**src/rtl/text_to_signed_integer_core_assert.svh**
```systemverilog
// Assertion macros shared by the text-to-integer converter modules.
`ifndef TEXT_TO_SIGNED_INTEGER_CORE_ASSERT_SVH
`define TEXT_TO_SIGNED_INTEGER_CORE_ASSERT_SVH

// Same-cycle implication, sampled on clk and held off during reset.
`define TTSI_ASSERT_IMP(label, ante, cons, msg) \
	label: assert property (@(posedge clk) disable iff (!arst_n) (ante) |-> (cons)) \
		else $error(msg);

// Next-cycle implication, sampled on clk and held off during reset.
`define TTSI_ASSERT_NXT(label, ante, cons, msg) \
	label: assert property (@(posedge clk) disable iff (!arst_n) (ante) |=> (cons)) \
		else $error(msg);

`endif

```
**src/rtl/ttsi_pkg.sv**
```systemverilog
// Shared constants and types of the text-to-integer converter.
package ttsi_pkg;

	localparam int VALUE_BITS = 64;
	localparam int OFFS_W = 16;
	localparam int RADIX_W = 6;
	localparam int BYTE_W = 8;
	localparam int DIGIT_W = 6;
	localparam int MAX_STRING_LEN = 65535;

	localparam int QUEUE_DEPTH = 4;
	localparam int QPTR_W = $clog2(QUEUE_DEPTH);
	localparam int QCNT_W = $clog2(QUEUE_DEPTH + 1);

	localparam logic [RADIX_W-1:0] RADIX_RESET = RADIX_W'(10);
	localparam logic [DIGIT_W-1:0] NO_DIGIT = '1;
	localparam logic [VALUE_BITS-1:0] MAG_LIMIT = {1'b1, {(VALUE_BITS-1){1'b0}}};

	// One character after classification by the front end.
	typedef struct packed {
		logic is_nul;
		logic is_space;
		logic is_plus;
		logic is_minus;
		logic is_x;
		logic is_zero;
		logic [DIGIT_W-1:0] digit;
	} char_class_t;

endpackage

```
**src/rtl/ttsi_front.sv**
```systemverilog
// Input side: takes characters and classifies them for the scanner.
module ttsi_front (
	input  logic in_valid,
	output logic in_ready,
	input  logic [ttsi_pkg::BYTE_W-1:0] char_byte,
	input  logic queue_full,
	output logic push,
	output ttsi_pkg::char_class_t push_data
);

	localparam logic [ttsi_pkg::BYTE_W-1:0] CH_NUL = 8'h00;
	localparam logic [ttsi_pkg::BYTE_W-1:0] CH_TAB = 8'h09;
	localparam logic [ttsi_pkg::BYTE_W-1:0] CH_CR = 8'h0d;
	localparam logic [ttsi_pkg::BYTE_W-1:0] CH_SPACE = 8'h20;
	localparam logic [ttsi_pkg::BYTE_W-1:0] CH_PLUS = 8'h2b;
	localparam logic [ttsi_pkg::BYTE_W-1:0] CH_MINUS = 8'h2d;
	localparam logic [ttsi_pkg::BYTE_W-1:0] CH_ZERO = 8'h30;
	localparam logic [ttsi_pkg::BYTE_W-1:0] CH_NINE = 8'h39;
	localparam logic [ttsi_pkg::BYTE_W-1:0] CH_UP_A = 8'h41;
	localparam logic [ttsi_pkg::BYTE_W-1:0] CH_UP_X = 8'h58;
	localparam logic [ttsi_pkg::BYTE_W-1:0] CH_UP_Z = 8'h5a;
	localparam logic [ttsi_pkg::BYTE_W-1:0] CH_LO_A = 8'h61;
	localparam logic [ttsi_pkg::BYTE_W-1:0] CH_LO_X = 8'h78;
	localparam logic [ttsi_pkg::BYTE_W-1:0] CH_LO_Z = 8'h7a;

	function automatic logic [ttsi_pkg::DIGIT_W-1:0] digit_of(
		input logic [ttsi_pkg::BYTE_W-1:0] b
	);
		logic [ttsi_pkg::BYTE_W-1:0] d;
		begin
			d = ttsi_pkg::BYTE_W'(ttsi_pkg::NO_DIGIT);
			if (b >= CH_ZERO && b <= CH_NINE) begin
				d = b - CH_ZERO;
			end else if (b >= CH_LO_A && b <= CH_LO_Z) begin
				d = b - CH_LO_A + 8'd10;
			end else if (b >= CH_UP_A && b <= CH_UP_Z) begin
				d = b - CH_UP_A + 8'd10;
			end
			return d[ttsi_pkg::DIGIT_W-1:0];
		end
	endfunction

	assign in_ready = !queue_full;
	assign push = in_valid && in_ready;

	always_comb begin
		push_data.is_nul = (char_byte == CH_NUL);
		push_data.is_space = (char_byte == CH_SPACE) ||
			(char_byte >= CH_TAB && char_byte <= CH_CR);
		push_data.is_plus = (char_byte == CH_PLUS);
		push_data.is_minus = (char_byte == CH_MINUS);
		push_data.is_x = (char_byte == CH_LO_X) || (char_byte == CH_UP_X);
		push_data.is_zero = (char_byte == CH_ZERO);
		push_data.digit = digit_of(char_byte);
	end

endmodule

```
**src/rtl/ttsi_queue.sv**
```systemverilog
// Short queue of classified characters between the front end and the scanner.
`include "text_to_signed_integer_core_assert.svh"

module ttsi_queue (
	input  logic clk,
	input  logic arst_n,
	input  logic push,
	input  ttsi_pkg::char_class_t push_data,
	output logic full,
	input  logic pop,
	output ttsi_pkg::char_class_t pop_data,
	output logic not_empty
);

	ttsi_pkg::char_class_t entry_q [ttsi_pkg::QUEUE_DEPTH];
	logic [ttsi_pkg::QPTR_W-1:0] wr_ptr_q;
	logic [ttsi_pkg::QPTR_W-1:0] rd_ptr_q;
	logic [ttsi_pkg::QCNT_W-1:0] count_q;

	assign full = (count_q == ttsi_pkg::QCNT_W'(ttsi_pkg::QUEUE_DEPTH));
	assign not_empty = (count_q != '0);
	assign pop_data = entry_q[rd_ptr_q];

	always_ff @(posedge clk) begin
		if (push) begin
			entry_q[wr_ptr_q] <= push_data;
		end
	end

	always_ff @(posedge clk or negedge arst_n) begin
		if (!arst_n) begin
			wr_ptr_q <= '0;
			rd_ptr_q <= '0;
			count_q <= '0;
		end else begin
			if (push) begin
				wr_ptr_q <= wr_ptr_q + ttsi_pkg::QPTR_W'(1);
			end
			if (pop) begin
				rd_ptr_q <= rd_ptr_q + ttsi_pkg::QPTR_W'(1);
			end
			if (push && !pop) begin
				count_q <= count_q + ttsi_pkg::QCNT_W'(1);
			end else if (pop && !push) begin
				count_q <= count_q - ttsi_pkg::QCNT_W'(1);
			end
		end
	end

	`TTSI_ASSERT_IMP(a_queue_no_overfill, 1'b1, count_q <= ttsi_pkg::QCNT_W'(ttsi_pkg::QUEUE_DEPTH), "queue count beyond depth")
	`TTSI_ASSERT_IMP(a_queue_pop_nonempty, pop, count_q != '0, "pop from empty queue")
	`TTSI_ASSERT_IMP(a_queue_push_room, push, !full, "push into full queue")
	`TTSI_ASSERT_NXT(a_queue_count_tracks, push && !pop, count_q == $past(count_q) + ttsi_pkg::QCNT_W'(1), "queue count lost a push")

endmodule

```
**src/rtl/ttsi_back.sv**
```systemverilog
// Scanner: runs the conversion state machine and holds the result register.
`include "text_to_signed_integer_core_assert.svh"

module ttsi_back (
	input  logic clk,
	input  logic arst_n,
	input  logic [ttsi_pkg::RADIX_W-1:0] radix_q,
	input  logic not_empty,
	input  ttsi_pkg::char_class_t pop_data,
	output logic pop,
	output logic out_valid,
	input  logic out_ready,
	output logic [ttsi_pkg::VALUE_BITS-1:0] value,
	output logic [ttsi_pkg::OFFS_W-1:0] end_offset,
	output logic range_error
);

	localparam logic [2:0] PH_LEAD = 3'd0;
	localparam logic [2:0] PH_SIGNED = 3'd1;
	localparam logic [2:0] PH_ZERO = 3'd2;
	localparam logic [2:0] PH_ZEROX = 3'd3;
	localparam logic [2:0] PH_DIGITS = 3'd4;
	localparam logic [2:0] PH_DONE = 3'd5;

	localparam int PROD_W = ttsi_pkg::VALUE_BITS + ttsi_pkg::RADIX_W;
	localparam logic [ttsi_pkg::RADIX_W-1:0] BASE_OCT = ttsi_pkg::RADIX_W'(8);
	localparam logic [ttsi_pkg::RADIX_W-1:0] BASE_DEC = ttsi_pkg::RADIX_W'(10);
	localparam logic [ttsi_pkg::RADIX_W-1:0] BASE_HEX = ttsi_pkg::RADIX_W'(16);
	localparam logic [ttsi_pkg::RADIX_W-1:0] BASE_MAX = ttsi_pkg::RADIX_W'(36);
	localparam logic [ttsi_pkg::RADIX_W-1:0] BASE_ONE = ttsi_pkg::RADIX_W'(1);
	localparam logic [ttsi_pkg::RADIX_W-1:0] BASE_TWO = ttsi_pkg::RADIX_W'(2);
	localparam logic [ttsi_pkg::OFFS_W-1:0] POS_MAX = ttsi_pkg::OFFS_W'(ttsi_pkg::MAX_STRING_LEN);

	logic [2:0] phase_q;
	logic negative_q;
	logic [ttsi_pkg::VALUE_BITS-1:0] acc_q;
	logic overflowed_q;
	logic [ttsi_pkg::RADIX_W-1:0] base_q;
	logic [ttsi_pkg::OFFS_W-1:0] pos_q;
	logic [ttsi_pkg::OFFS_W-1:0] stop_q;

	logic out_valid_q;
	logic [ttsi_pkg::VALUE_BITS-1:0] value_q;
	logic [ttsi_pkg::OFFS_W-1:0] end_offset_q;
	logic range_error_q;

	logic first;
	logic [2:0] ph0;
	logic [ttsi_pkg::RADIX_W-1:0] base_cur;
	logic [ttsi_pkg::RADIX_W-1:0] base_take;
	logic [PROD_W-1:0] prod;
	logic [PROD_W-1:0] sum;
	logic ovf_hit;
	logic dig_ok;
	logic [ttsi_pkg::VALUE_BITS-1:0] acc_tk;
	logic ovf_tk;
	logic [ttsi_pkg::OFFS_W-1:0] pos_prev;
	logic emit;
	logic rerr;
	logic [ttsi_pkg::VALUE_BITS-1:0] res_value;

	logic [2:0] phase_n;
	logic negative_n;
	logic [ttsi_pkg::VALUE_BITS-1:0] acc_n;
	logic overflowed_n;
	logic [ttsi_pkg::RADIX_W-1:0] base_n;
	logic [ttsi_pkg::OFFS_W-1:0] pos_n;
	logic [ttsi_pkg::OFFS_W-1:0] stop_n;

	// A terminator may only leave the queue when the result register has room.
	assign pop = not_empty && (!pop_data.is_nul || !out_valid_q || out_ready);
	assign emit = pop && pop_data.is_nul;

	// The radix is sampled at the first character of each string.
	assign first = (pos_q == '0) && (phase_q == PH_LEAD);
	assign base_cur = first ? radix_q : base_q;
	assign ph0 = (first && (radix_q == BASE_ONE || radix_q > BASE_MAX)) ? PH_DONE : phase_q;

	// Auto-detect resolves to octal after a leading zero and decimal otherwise.
	assign base_take = (base_cur != '0) ? base_cur : ((ph0 == PH_ZERO) ? BASE_OCT : BASE_DEC);
	assign dig_ok = (base_take >= BASE_TWO) && (ttsi_pkg::RADIX_W'(pop_data.digit) < base_take);
	assign prod = PROD_W'(acc_q) * PROD_W'(base_take);
	assign sum = prod + PROD_W'(pop_data.digit);
	assign ovf_hit = (sum > PROD_W'(ttsi_pkg::MAG_LIMIT));
	assign acc_tk = (overflowed_q || ovf_hit) ? acc_q : sum[ttsi_pkg::VALUE_BITS-1:0];
	assign ovf_tk = overflowed_q || ovf_hit;
	assign pos_prev = (pos_q == '0) ? '0 : pos_q - ttsi_pkg::OFFS_W'(1);

	always_comb begin
		phase_n = ph0;
		negative_n = negative_q;
		acc_n = acc_q;
		overflowed_n = overflowed_q;
		base_n = base_cur;
		stop_n = stop_q;
		pos_n = (pos_q != POS_MAX) ? pos_q + ttsi_pkg::OFFS_W'(1) : pos_q;
		if (first && ph0 == PH_DONE) begin
			acc_n = '0;
			negative_n = 1'b0;
			overflowed_n = 1'b0;
			stop_n = '0;
		end
		if (pop_data.is_nul) begin
			pos_n = pos_q;
			unique case (ph0) inside
				PH_ZERO: begin
					acc_n = '0;
					stop_n = pos_q;
				end
				PH_ZEROX: begin
					acc_n = '0;
					stop_n = pos_prev;
				end
				PH_DIGITS: begin
					stop_n = pos_q;
				end
				PH_LEAD, PH_SIGNED: begin
					acc_n = '0;
					negative_n = 1'b0;
					overflowed_n = 1'b0;
					stop_n = '0;
				end
				default: begin
				end
			endcase
		end else begin
			unique case (ph0) inside
				PH_LEAD, PH_SIGNED: begin
					if (ph0 == PH_LEAD && pop_data.is_space) begin
					end else if (ph0 == PH_LEAD && (pop_data.is_plus || pop_data.is_minus)) begin
						negative_n = pop_data.is_minus;
						phase_n = PH_SIGNED;
					end else if ((base_cur == '0 || base_cur == BASE_HEX) && pop_data.is_zero) begin
						phase_n = PH_ZERO;
					end else begin
						base_n = base_take;
						if (dig_ok) begin
							acc_n = acc_tk;
							overflowed_n = ovf_tk;
							phase_n = PH_DIGITS;
						end else begin
							acc_n = '0;
							negative_n = 1'b0;
							overflowed_n = 1'b0;
							stop_n = '0;
							phase_n = PH_DONE;
						end
					end
				end
				PH_ZERO: begin
					if (pop_data.is_x) begin
						phase_n = PH_ZEROX;
					end else begin
						base_n = base_take;
						phase_n = PH_DIGITS;
						if (dig_ok) begin
							acc_n = acc_tk;
							overflowed_n = ovf_tk;
						end else begin
							stop_n = pos_q;
							phase_n = PH_DONE;
						end
					end
				end
				PH_ZEROX: begin
					// Without a hex digit after the x, the zero alone was converted.
					if (pop_data.digit < ttsi_pkg::DIGIT_W'(BASE_HEX)) begin
						base_n = BASE_HEX;
						acc_n = ttsi_pkg::VALUE_BITS'(pop_data.digit);
						phase_n = PH_DIGITS;
					end else begin
						acc_n = '0;
						stop_n = pos_prev;
						phase_n = PH_DONE;
					end
				end
				PH_DIGITS: begin
					if (dig_ok) begin
						acc_n = acc_tk;
						overflowed_n = ovf_tk;
					end else begin
						stop_n = pos_q;
						phase_n = PH_DONE;
					end
				end
				default: begin
				end
			endcase
		end
	end

	// The magnitude never exceeds the limit, so only the exact limit is too big
	// for a positive result.
	assign rerr = overflowed_n || (!negative_n && acc_n[ttsi_pkg::VALUE_BITS-1]);
	always_comb begin
		if (rerr) begin
			res_value = negative_n ? ttsi_pkg::MAG_LIMIT
				: ttsi_pkg::MAG_LIMIT - ttsi_pkg::VALUE_BITS'(1);
		end else begin
			res_value = negative_n ? ('0 - acc_n) : acc_n;
		end
	end

	always_ff @(posedge clk or negedge arst_n) begin
		if (!arst_n) begin
			phase_q <= PH_LEAD;
			negative_q <= 1'b0;
			acc_q <= '0;
			overflowed_q <= 1'b0;
			base_q <= '0;
			pos_q <= '0;
			stop_q <= '0;
			out_valid_q <= 1'b0;
		end else begin
			if (emit) begin
				phase_q <= PH_LEAD;
				negative_q <= 1'b0;
				acc_q <= '0;
				overflowed_q <= 1'b0;
				base_q <= '0;
				pos_q <= '0;
				stop_q <= '0;
			end else if (pop) begin
				phase_q <= phase_n;
				negative_q <= negative_n;
				acc_q <= acc_n;
				overflowed_q <= overflowed_n;
				base_q <= base_n;
				pos_q <= pos_n;
				stop_q <= stop_n;
			end
			if (emit) begin
				out_valid_q <= 1'b1;
			end else if (out_ready) begin
				out_valid_q <= 1'b0;
			end
		end
	end

	always_ff @(posedge clk) begin
		if (emit) begin
			value_q <= res_value;
			end_offset_q <= stop_n;
			range_error_q <= rerr;
		end
	end

	assign out_valid = out_valid_q;
	assign value = value_q;
	assign end_offset = end_offset_q;
	assign range_error = range_error_q;

	`TTSI_ASSERT_IMP(a_back_acc_bound, 1'b1, acc_q <= ttsi_pkg::MAG_LIMIT, "accumulator above magnitude limit")
	`TTSI_ASSERT_NXT(a_back_emit_valid, emit, out_valid_q, "terminator did not load a result")
	`TTSI_ASSERT_NXT(a_back_emit_clear, emit, phase_q == PH_LEAD && pos_q == '0 && acc_q == '0, "state not cleared after terminator")
	`TTSI_ASSERT_IMP(a_back_no_overwrite, emit, !out_valid_q || out_ready, "result overwritten before transfer")

endmodule

```
**src/rtl/text_to_signed_integer_core.sv**
```systemverilog
// Top level of the streaming text-to-signed-integer converter.
//
//  channel  | handshake            | payload
//  ---------+----------------------+-----------------------------------
//  in       | in_valid / in_ready  | char_byte
//  out      | out_valid / out_ready| value, end_offset, range_error
//  config   | radix_we             | radix_wdata
//
// One character per cycle unless the queue is full; the scanner's single
// multiply-add by the base sets this rate. A terminator loads the result
// register when popped. Reset leaves the radix at 10 and all queues empty.
// A stalled result holds only terminators; other characters keep flowing,
// and a four-entry queue absorbs the input while the scanner waits.
module text_to_signed_integer_core (
	input  logic clk,
	input  logic arst_n,
	input  logic radix_we,
	input  logic [ttsi_pkg::RADIX_W-1:0] radix_wdata,
	input  logic in_valid,
	output logic in_ready,
	input  logic [ttsi_pkg::BYTE_W-1:0] char_byte,
	output logic out_valid,
	input  logic out_ready,
	output logic [ttsi_pkg::VALUE_BITS-1:0] value,
	output logic [ttsi_pkg::OFFS_W-1:0] end_offset,
	output logic range_error
);

	logic [ttsi_pkg::RADIX_W-1:0] radix_q;
	logic queue_full;
	logic push;
	ttsi_pkg::char_class_t push_data;
	logic pop;
	ttsi_pkg::char_class_t pop_data;
	logic not_empty;

	always_ff @(posedge clk or negedge arst_n) begin
		if (!arst_n) begin
			radix_q <= ttsi_pkg::RADIX_RESET;
		end else if (radix_we) begin
			radix_q <= radix_wdata;
		end
	end

	ttsi_front u_front (
		.in_valid   (in_valid),
		.in_ready   (in_ready),
		.char_byte  (char_byte),
		.queue_full (queue_full),
		.push       (push),
		.push_data  (push_data)
	);

	ttsi_queue u_queue (
		.clk       (clk),
		.arst_n    (arst_n),
		.push      (push),
		.push_data (push_data),
		.full      (queue_full),
		.pop       (pop),
		.pop_data  (pop_data),
		.not_empty (not_empty)
	);

	ttsi_back u_back (
		.clk         (clk),
		.arst_n      (arst_n),
		.radix_q     (radix_q),
		.not_empty   (not_empty),
		.pop_data    (pop_data),
		.pop         (pop),
		.out_valid   (out_valid),
		.out_ready   (out_ready),
		.value       (value),
		.end_offset  (end_offset),
		.range_error (range_error)
	);

endmodule

```
**config.mk**
```make
export PLATFORM = sky130hd
export DESIGN_NAME = text_to_signed_integer_core
export DESIGN_NICKNAME = d
export VERILOG_FILES = /design/src/rtl/ttsi_pkg.sv /design/src/rtl/ttsi_front.sv /design/src/rtl/ttsi_queue.sv /design/src/rtl/ttsi_back.sv /design/src/rtl/text_to_signed_integer_core.sv
export VERILOG_INCLUDE_DIRS = /design/src /design/src/rtl
export SDC_FILE = /design/constraint.sdc
export NUM_CORES = 2
export LEC_CHECK = 0
export ABC_AREA = 0
export BUFFER_PORTS_ARGS = -buffer_cell sky130_fd_sc_hd__clkbuf_2
export CAP_MARGIN = 20
export CORE_UTILIZATION = 60
export DETAILED_ROUTE_END_ITERATION = 8
export PLACE_DENSITY_LB_ADDON = 0.05
export SYNTH_ARGS = -nofsm -noshare
export SYNTH_HDL_FRONTEND = slang
export SYNTH_HIERARCHICAL = 1
export SYNTH_SLANG_ARGS = --single-unit
```
**constraint.sdc**
```tcl
create_clock -name clk -period 13.05 [get_ports clk]
set_input_delay 1.305 -clock clk [delete_from_list [all_inputs] [get_ports clk]]
set_output_delay 1.305 -clock clk [all_outputs]
set_load 0.03 [all_outputs]
```
==> Word-level counts from Yosys, hierarchy flattened <==
Memory sizes are Yosys's and may differ from the RTL's.
Cells that the tools add are included.
{ "classes": {"n_addsub": 13, "mul": 1, "div": 0, "magnitude_cmp": 13, "eq_ne": 16, "shift": 0, "muxes": 90, "bitwise": 0, "n_reduce_logical": 47} }
{ "ops": {"columns": ["operator", "count"], "rows": [
  ["64-bit two-way mux", 15],
  ["16-bit two-way mux", 16],
  ["64-bit case mux with 4 select lines", 1],
  ["6-bit two-way mux", 14],
  ["70-bit by 6-bit adder with 70-bit output", 1],
  ["70-bit by 64-bit greater-than comparator with 1-bit output, second input constant", 1],
  ["64-bit by 6-bit multiplier with 70-bit output", 1],
  ["16-bit case mux with 4 select lines", 1],
  ["1-bit by 64-bit subtractor with 64-bit output, first input constant", 1],
  ["16-bit case mux with 3 select lines", 1],
  ["3-bit two-way mux", 11],
  ["8-bit by 6-bit equality test with 1-bit output, second input constant", 4],
  ["1-bit two-way mux", 27],
  ["6-bit case mux with 3 select lines", 1],
  ["1-bit logical AND", 17],
  ["16-bit by 1-bit adder with 16-bit output, second input constant", 1],
  ["8-bit by 7-bit equality test with 1-bit output, second input constant", 2],
  ["8-bit by 7-bit greater-or-equal comparator with 1-bit output, second input constant", 2],
  ["8-bit by 7-bit <= comparator with 1-bit output, second input constant", 2],
  ["16-bit logical NOT", 1],
  ["16-bit != test, second input constant", 1],
  ["16-bit by 1-bit subtractor with 16-bit output, second input constant", 1],
  ["6-bit by 4-bit adder with 6-bit output, second input constant", 2],
  ["3-bit case mux with 4 select lines", 1],
  ["other kinds (32)", 55]
]} }
{ "totals": {"regBits": 202, "latch_bits": 0, "ram_bits": 48, "rom_bits": 0, "inputBits": 19, "mem_count": 1} }
{ "mem_list": {"columns": ["name", "depth", "word_bits", "rd", "rd_ports_with_merged_regs", "write_ports", "line", "text"], "rows": [
  ["u_queue.entry_q", 4, 12, 1, 0, 1, "ttsi_queue.sv:15", "ttsi_pkg::char_class_t entry_q [ttsi_pkg::QUEUE_DEPTH];"]
]} }

==> Logic depth before layout (Yosys ltp) <==
{ "logic_depth": {"depth_word": 21, "depth_mapped": 46} }

==> Hierarchy <==
The synthesis kept the hierarchy.
{ "by_module_without_submodules": {"columns": ["module", "instances", "cells_per_inst", "area_per_inst_um2"], "rows": [
  ["ttsi_back", 1, 3307, 27320.0],
  ["ttsi_queue", 1, 97, 2154.6],
  ["ttsi_front", 1, 76, 500.5],
  ["text_to_signed_integer_core", 1, 13, 254.0]
]} }

==> Worst setup path before layout <==
No wires, ideal clock.
{ "synth_timing": {"kind": "reg2reg", "start": "reg u_back/pos_q[8] in the netlist's numbering", "end": "reg u_back.value_q (netlist bit u_back/value[48]) (data pin)", "setup_time_ps": 264, "t_arrival_ps": 10960, "required_ps": 12786, "setup_slack_ps": 1826, "path_stages_with_launch": 43, "n_path_buf": 6, "period_less_slack_ps": 11224, "path_cell_list": "dfrtp_1 clkbuf_1 nor4_1 and3b_1 clkbuf_1 nand2_1 nand2_1 nand2_1 nor2_1 a21oi_1 a21oi_1 clkbuf_1 nand2_1 fa_1 fa_1 inv_1 fa_1 inv_1 (+7 left out) a221oi_1 mux2_2 or4b_1 or4_4 nor4_4 a21boi_2 or2_0 clkbuf_2 clkbuf_1 clkbuf_1 a21boi_0 ha_1 and4bb_2 nand2_1 or3b_1 or2_1 o31ai_1 xnor2_1"} }
{ "synth_via": {"elab_chain_cells": 21, "word_cells_on_any_way": 66, "cone_classes": "add/sub: 2; mul: 1; order compare: 3; eq/ne: 6; mux: 36; reduce/logical: 18"} }
{ "synth_rtl": {"columns": ["element", "line", "text"], "rows": [
  ["start, declared", "ttsi_back.sv:39", "logic [ttsi_pkg::OFFS_W-1:0] pos_q;"],
  ["start signal, assigned", "ttsi_back.sv:229", "pos_q <= pos_n;"],
  ["16-bit logical NOT (*)", "ttsi_back.sv:75", "assign first = (pos_q == '0) && (phase_q == PH_LEAD);"],
  ["1-bit logical AND (*)", "ttsi_back.sv:75", null],
  ["1-bit logical AND", "ttsi_back.sv:77", "assign ph0 = (first && (radix_q == BASE_ONE || radix_q > BASE_MAX)) ? PH_DONE : phase_q;"],
  ["3-bit two-way mux", "ttsi_back.sv:77", null],
  ["3-bit by 2-bit equality test with 1-bit output", "ttsi_back.sv:80", "assign base_take = (base_cur != '0) ? base_cur : ((ph0 == PH_ZERO) ? BASE_OCT : BASE_DEC);"],
  ["2-bit two-way mux", "ttsi_back.sv:80", null],
  ["6-bit two-way mux", "ttsi_back.sv:80", null],
  ["64-bit by 6-bit multiplier with 70-bit output", "ttsi_back.sv:82", "assign prod = PROD_W'(acc_q) * PROD_W'(base_take);"],
  ["(+6 left out)", null, null],
  ["64-bit two-way mux", "ttsi_back.sv:130", "end else if (ph0 == PH_LEAD && (pop_data.is_plus || pop_data.is_minus)) begin"],
  ["64-bit two-way mux", "ttsi_back.sv:129", "if (ph0 == PH_LEAD && pop_data.is_space) begin"],
  ["64-bit case mux with 4 select lines", "ttsi_back.sv:127", "unique case (ph0) inside"],
  ["64-bit two-way mux", "ttsi_back.sv:103", "if (pop_data.is_nul) begin"],
  ["1-bit by 64-bit subtractor with 64-bit output / 1-bit logical AND (equally long branches)", "ttsi_back.sv:200, ttsi_back.sv:194", null],
  ["64-bit two-way mux / 1-bit logical OR (equally long branches)", "ttsi_back.sv:200, ttsi_back.sv:194", null],
  ["64-bit two-way mux (*)", "ttsi_back.sv:196", "if (rerr) begin"],
  ["named net u_back.res_value (one bit)", "ttsi_back.sv:60", "logic [ttsi_pkg::VALUE_BITS-1:0] res_value;"],
  ["end signal, assigned", "ttsi_back.sv:242", "value_q <= res_value;"],
  ["end, declared", "ttsi_back.sv:43", "logic [ttsi_pkg::VALUE_BITS-1:0] value_q;"]
]} }
Mark *: on every way through the listed nets, which the timed path passes. The rest lies on a longest branch.
A chain may end at the register's enable or synchronous reset.

==> Worst setup path after layout <==
{ "layout_timing": {"start": "reg u_back/pos_q[3] in the netlist's numbering", "end": "reg u_back.value_q (netlist bit u_back/value[48]) (data pin)"} }
Same word-level chain as after synthesis.

==> parameters.txt <==
Parameter                              Value

Die
  Vertical extent of the die ... 226 um
  Top-Level Pins ... 102
  Initial Utilization ... 61.2%
  Die ar. ... 51300 sq um
  Core region area ... 49400 sq um
  # rows ... 81
  Chip width ... 226 um

Synthesis
  Number of flops mapped to enable cells by yosys ... 129
  Post-synth top flop ... sky130_fd_sc_hd__edfxtp_1
  Sequential element share of the synthesized area ... 22.8%
  Synthesized area ... 30200 sq um
  Dominant cells by area after synthesis ... sky130_fd_sc_hd__fa_1 17%, sky130_fd_sc_hd__edfxtp_1 13%, sky130_fd_sc_hd__dfrtp_1 9.9%
  Number of unique standard cell types used by synthesis ... 119
  Library cell occupying the most area in the post-synthesis netlist ... sky130_fd_sc_hd__fa_1
  Synthesis warning total ... 6
  Share of flip-flops with an asynchronous set or reset after synthesis ... 48.4%
  Number of synthesized register bits ... 250
  Average cell area after synthesis ... 8.65 sq um
  Syn_nets ... 3932
  Yosys top cell area share ... 16.8%
  Cells after synthesis ... 3493

Global route
  Total gr overflow ... 0
  First-pass GRT wire length ... 167000 um
  Overall Global Routing Usage ... 42.9%
  Via count of the first global-routing pass ... 28300
  Maximum number of pins on one net before global-route repair ... 75
  Antenna violations before repair ... 4

Critical path
  Worst setup path class ... flop to flop
  CP endpoint kind ... flop
  Slowest stage cell on the critical path ... sky130_fd_sc_hd__a2111oi_4
  WP data required ... 13.36 ns
  Highest fanout seen on the critical path ... 18
  Depth of the worst register-to-register path ... 35
  Arrival time worst endpoint ... 13.01 ns
  Worst reg2reg setup slack ... 0.35 ns
  Stage delay of the slowest cell on the critical path ... 0.71 ns
  Startpoint of the worst register-to-register path ... u_back/pos_q[3]
  Capture point of the worst reg-to-reg path ... u_back/value[48]
  Startpoint type of the worst setup path ... flop

Clock network
  Clock slew at reported path FFs ... 0.06 ns
  TritonCTS clock tree ... done
  Skew-Pair Late Insertion Delay ... 0.60 ns
  Quantity of hold-fixing buffers added after cts ... 0
  Root buffer cell ... sky130_fd_sc_hd__clkbuf_16
  Maximum buffer depth of the clock tree ... 3
  Sinks on the clock net ... 250
  Cts bufs inserted ... 28
  H-tree Lvls ... 1

Placed design
  Post-detailed-placement cell area ... 31000 sq um
  Number of buffers added on ports ... 101
  Placer Congestion ... 1.05
  Final HPWL DP ... 86100 um
  Number of cells after detailed placement ... 4080

Drt
  Number of DRC markers after the initial detailed-route iteration ... 3664
  Total Routed Length ... 110000 um
  Final antenna-violating net count ... 0
  Vias per std cell ... 6.99
  Wire per inst ... 26.7 um
  Total vias in the final route ... 28900
  DR DRC count ... 0
  Number of iterations in the first detailed-routing pass ... 6

STA
  Max-slew violation count ... 0
  Min Tclk post-route ... 12.70 ns
  Worst Max-Slew Pin Slew ... 0.945 ns
  Setup repair after global routing missed its margin ... true
  TNS Setup ... 0 ns
  Final clock period utilization by the worst path ... 97.3%
  Worst Skew ... 0.0350 ns
  Final Hold Viols ... 0
  Achievable Freq ... 0.0787 GHz
  Final-report setup violation count ... 0
  Worst slew slack as a fraction of its limit ... 37.0%

Worst hold path
  Instance count along the most critical hold path ... 2
  Endpoint of the worst hold-timing path ... u_back/acc_q[43]
  Start point of the worst min-delay path ... u_back/acc_q[43]
  HP Class ... flop to flop

Outcome
  Outcome ... completed

Flow run
  Max capacitance violation total ... 0

Layout
  Core occupancy in the finished layout ... 64.9%
  Number of non-filler instances in the completed layout ... 4136
  Total inserted antenna cells ... 0
  Final net count ... 3889
  Final standard cell area without fillers ... 32000 sq um
  Share of cells above drive strength 1 ... 9.25%
  Relative area change from synthesis to final layout ... 6.01%
  Fill cells ... 4128

Power and ir drop
  Leakage power summed over all cells ... 14.6 nW
  Total design power ... 7.45 mW
  Maximum resistive drop on vdd ... 0.000157 V
  Total power divided by cell area ... 232 nW/um^2
==> critical path, delay by kind of cell, from the launching register on <==
| kind | cells | cell delay (ns) |
|---|---|---|
| adders and majority gates | 5 | 2.27 |
| xor gates and xnor gates | 1 | 0.14 |
| AOI/OAI and AO/OA | 11 | 3.53 |
| DFF | 1 | 0.51 |
| buffers and inverters | 4 | 0.98 |
| and+or+nand+nor | 14 | 4.96 |
==> synthesized netlist by cell type, drive strengths merged, types with 64 or more instances <==
library cell,instances
ha,167
a21oi,234
buf,67
clkbuf,169
dfrtp,119
nor3,84
nand2,462
nor2,239
o21ai,269
nand4,64
and2,279
edfxtp,129
fa,253
inv,140
==> repair_timing <==
action                                 4_1_cts  5_1_grt
setup endpoints to repair                    0       54
endpoints found under the hold margin        0        0
gates resized for setup                      0       10
buffers inserted                             0        3
==> worst max path at each step <==
stage                                from               end
after floorplan           u_back/pos_q[8]  u_back/value[48]
after global placement    u_back/pos_q[8]  u_back/value[54]
after detailed placement  u_back/pos_q[8]  u_back/value[54]
after CTS                 u_back/pos_q[8]  u_back/value[54]
after global routing      u_back/pos_q[3]  u_back/value[46]
final                     u_back/pos_q[3]  u_back/value[48]
==> power breakdown <==
| part | leakage, nW | internal [mW] | switching, mW |
|---|---|---|---|
| clock network | 0.444 | 0.450 | 0.338 |
| logic | 11.3 | 1.58 | 3.73 |
| registers | 2.87 | 1.14 | 0.209 |
| total | 14.6 | 3.17 | 4.28 |
==> cell type report <==
type / instances / area [sq um] / area share [%]
Clock buffer: 42 / 843 / 2.63
Clock inverter: 10 / 87.6 / 0.273
Inverter: 141 / 529 / 1.65
Multi-Input combinational cell: 2867 / 21900 / 68.3
Sequential cell: 250 / 6900 / 21.5
Tap cell: 664 / 831 / 2.59
Timing Repair Buffer: 162 / 970 / 3.03
==> placed cells by master, fill, tap and decap left out, drive strengths merged, types with 22 or more instances in the layout <==
cell type | netlist | layout
a211oi | 23 | 23
a21o | 46 | 46
a21oi | 234 | 235
a22o | 39 | 39
a31oi | 27 | 27
and2 | 279 | 279
and3 | 22 | 22
buf | 67 | 62
clkbuf | 169 | 142
dfrtp | 119 | 119
edfxtp | 129 | 129
fa | 253 | 253
ha | 167 | 167
inv | 140 | 140
nand2 | 462 | 462
nand3 | 58 | 58
nand4 | 64 | 64
nor2 | 239 | 239
nor3 | 84 | 84
nor4 | 34 | 34
o211ai | 27 | 27
o21a | 23 | 23
o21ai | 269 | 269
o31ai | 26 | 26
or2 | 22 | 22
or3 | 23 | 23
xnor2 | 48 | 48
xor2 | 55 | 55
==> stage by stage <==
step / setup WS, ns / hold WS (ns)
floorplan: 1.83 / 0.449
global placement: 0.404 / 0.463
detailed placement: 0.124 / 0.471
CTS: 0.0902 / 0.485
global route: -0.0270 / 0.504
finish: 0.351 / 0.484
==> routing by layer <==
metal  up-vias  part of all wire [%]  global-route usage, %
met5         -                 0.041                      0
met4         6                   9.3                   33.9
met2      1973                    44                   67.0
met3       500                    10                   7.71
met1     14000                    36                   52.6
li1      12400                     -                      -
==> cell families after synthesis <==
kind of cell | share of synthesized area, %
flops | 22.8
buf+inv | 5.11
fa+ha+maj | 23.7
simple gates | 23.7
mux | 1.80
compound gates | 19.9
xor+xnor | 2.98
==> flip-flops by register name, indices dropped and copies added (netlist names), 3 cells and up <==
signal / count
radix_q: 6
u_back/acc_q: 64
u_back/value: 64
u_back/pos_q: 16
u_back/stop_q: 16
u_back/end_offset: 16
u_back/phase_q: 3
u_queue/entry_q: 48
u_queue/count_q: 3
u_back/base_q: 6
Note: power is estimated with default switching activity, not from simulation.
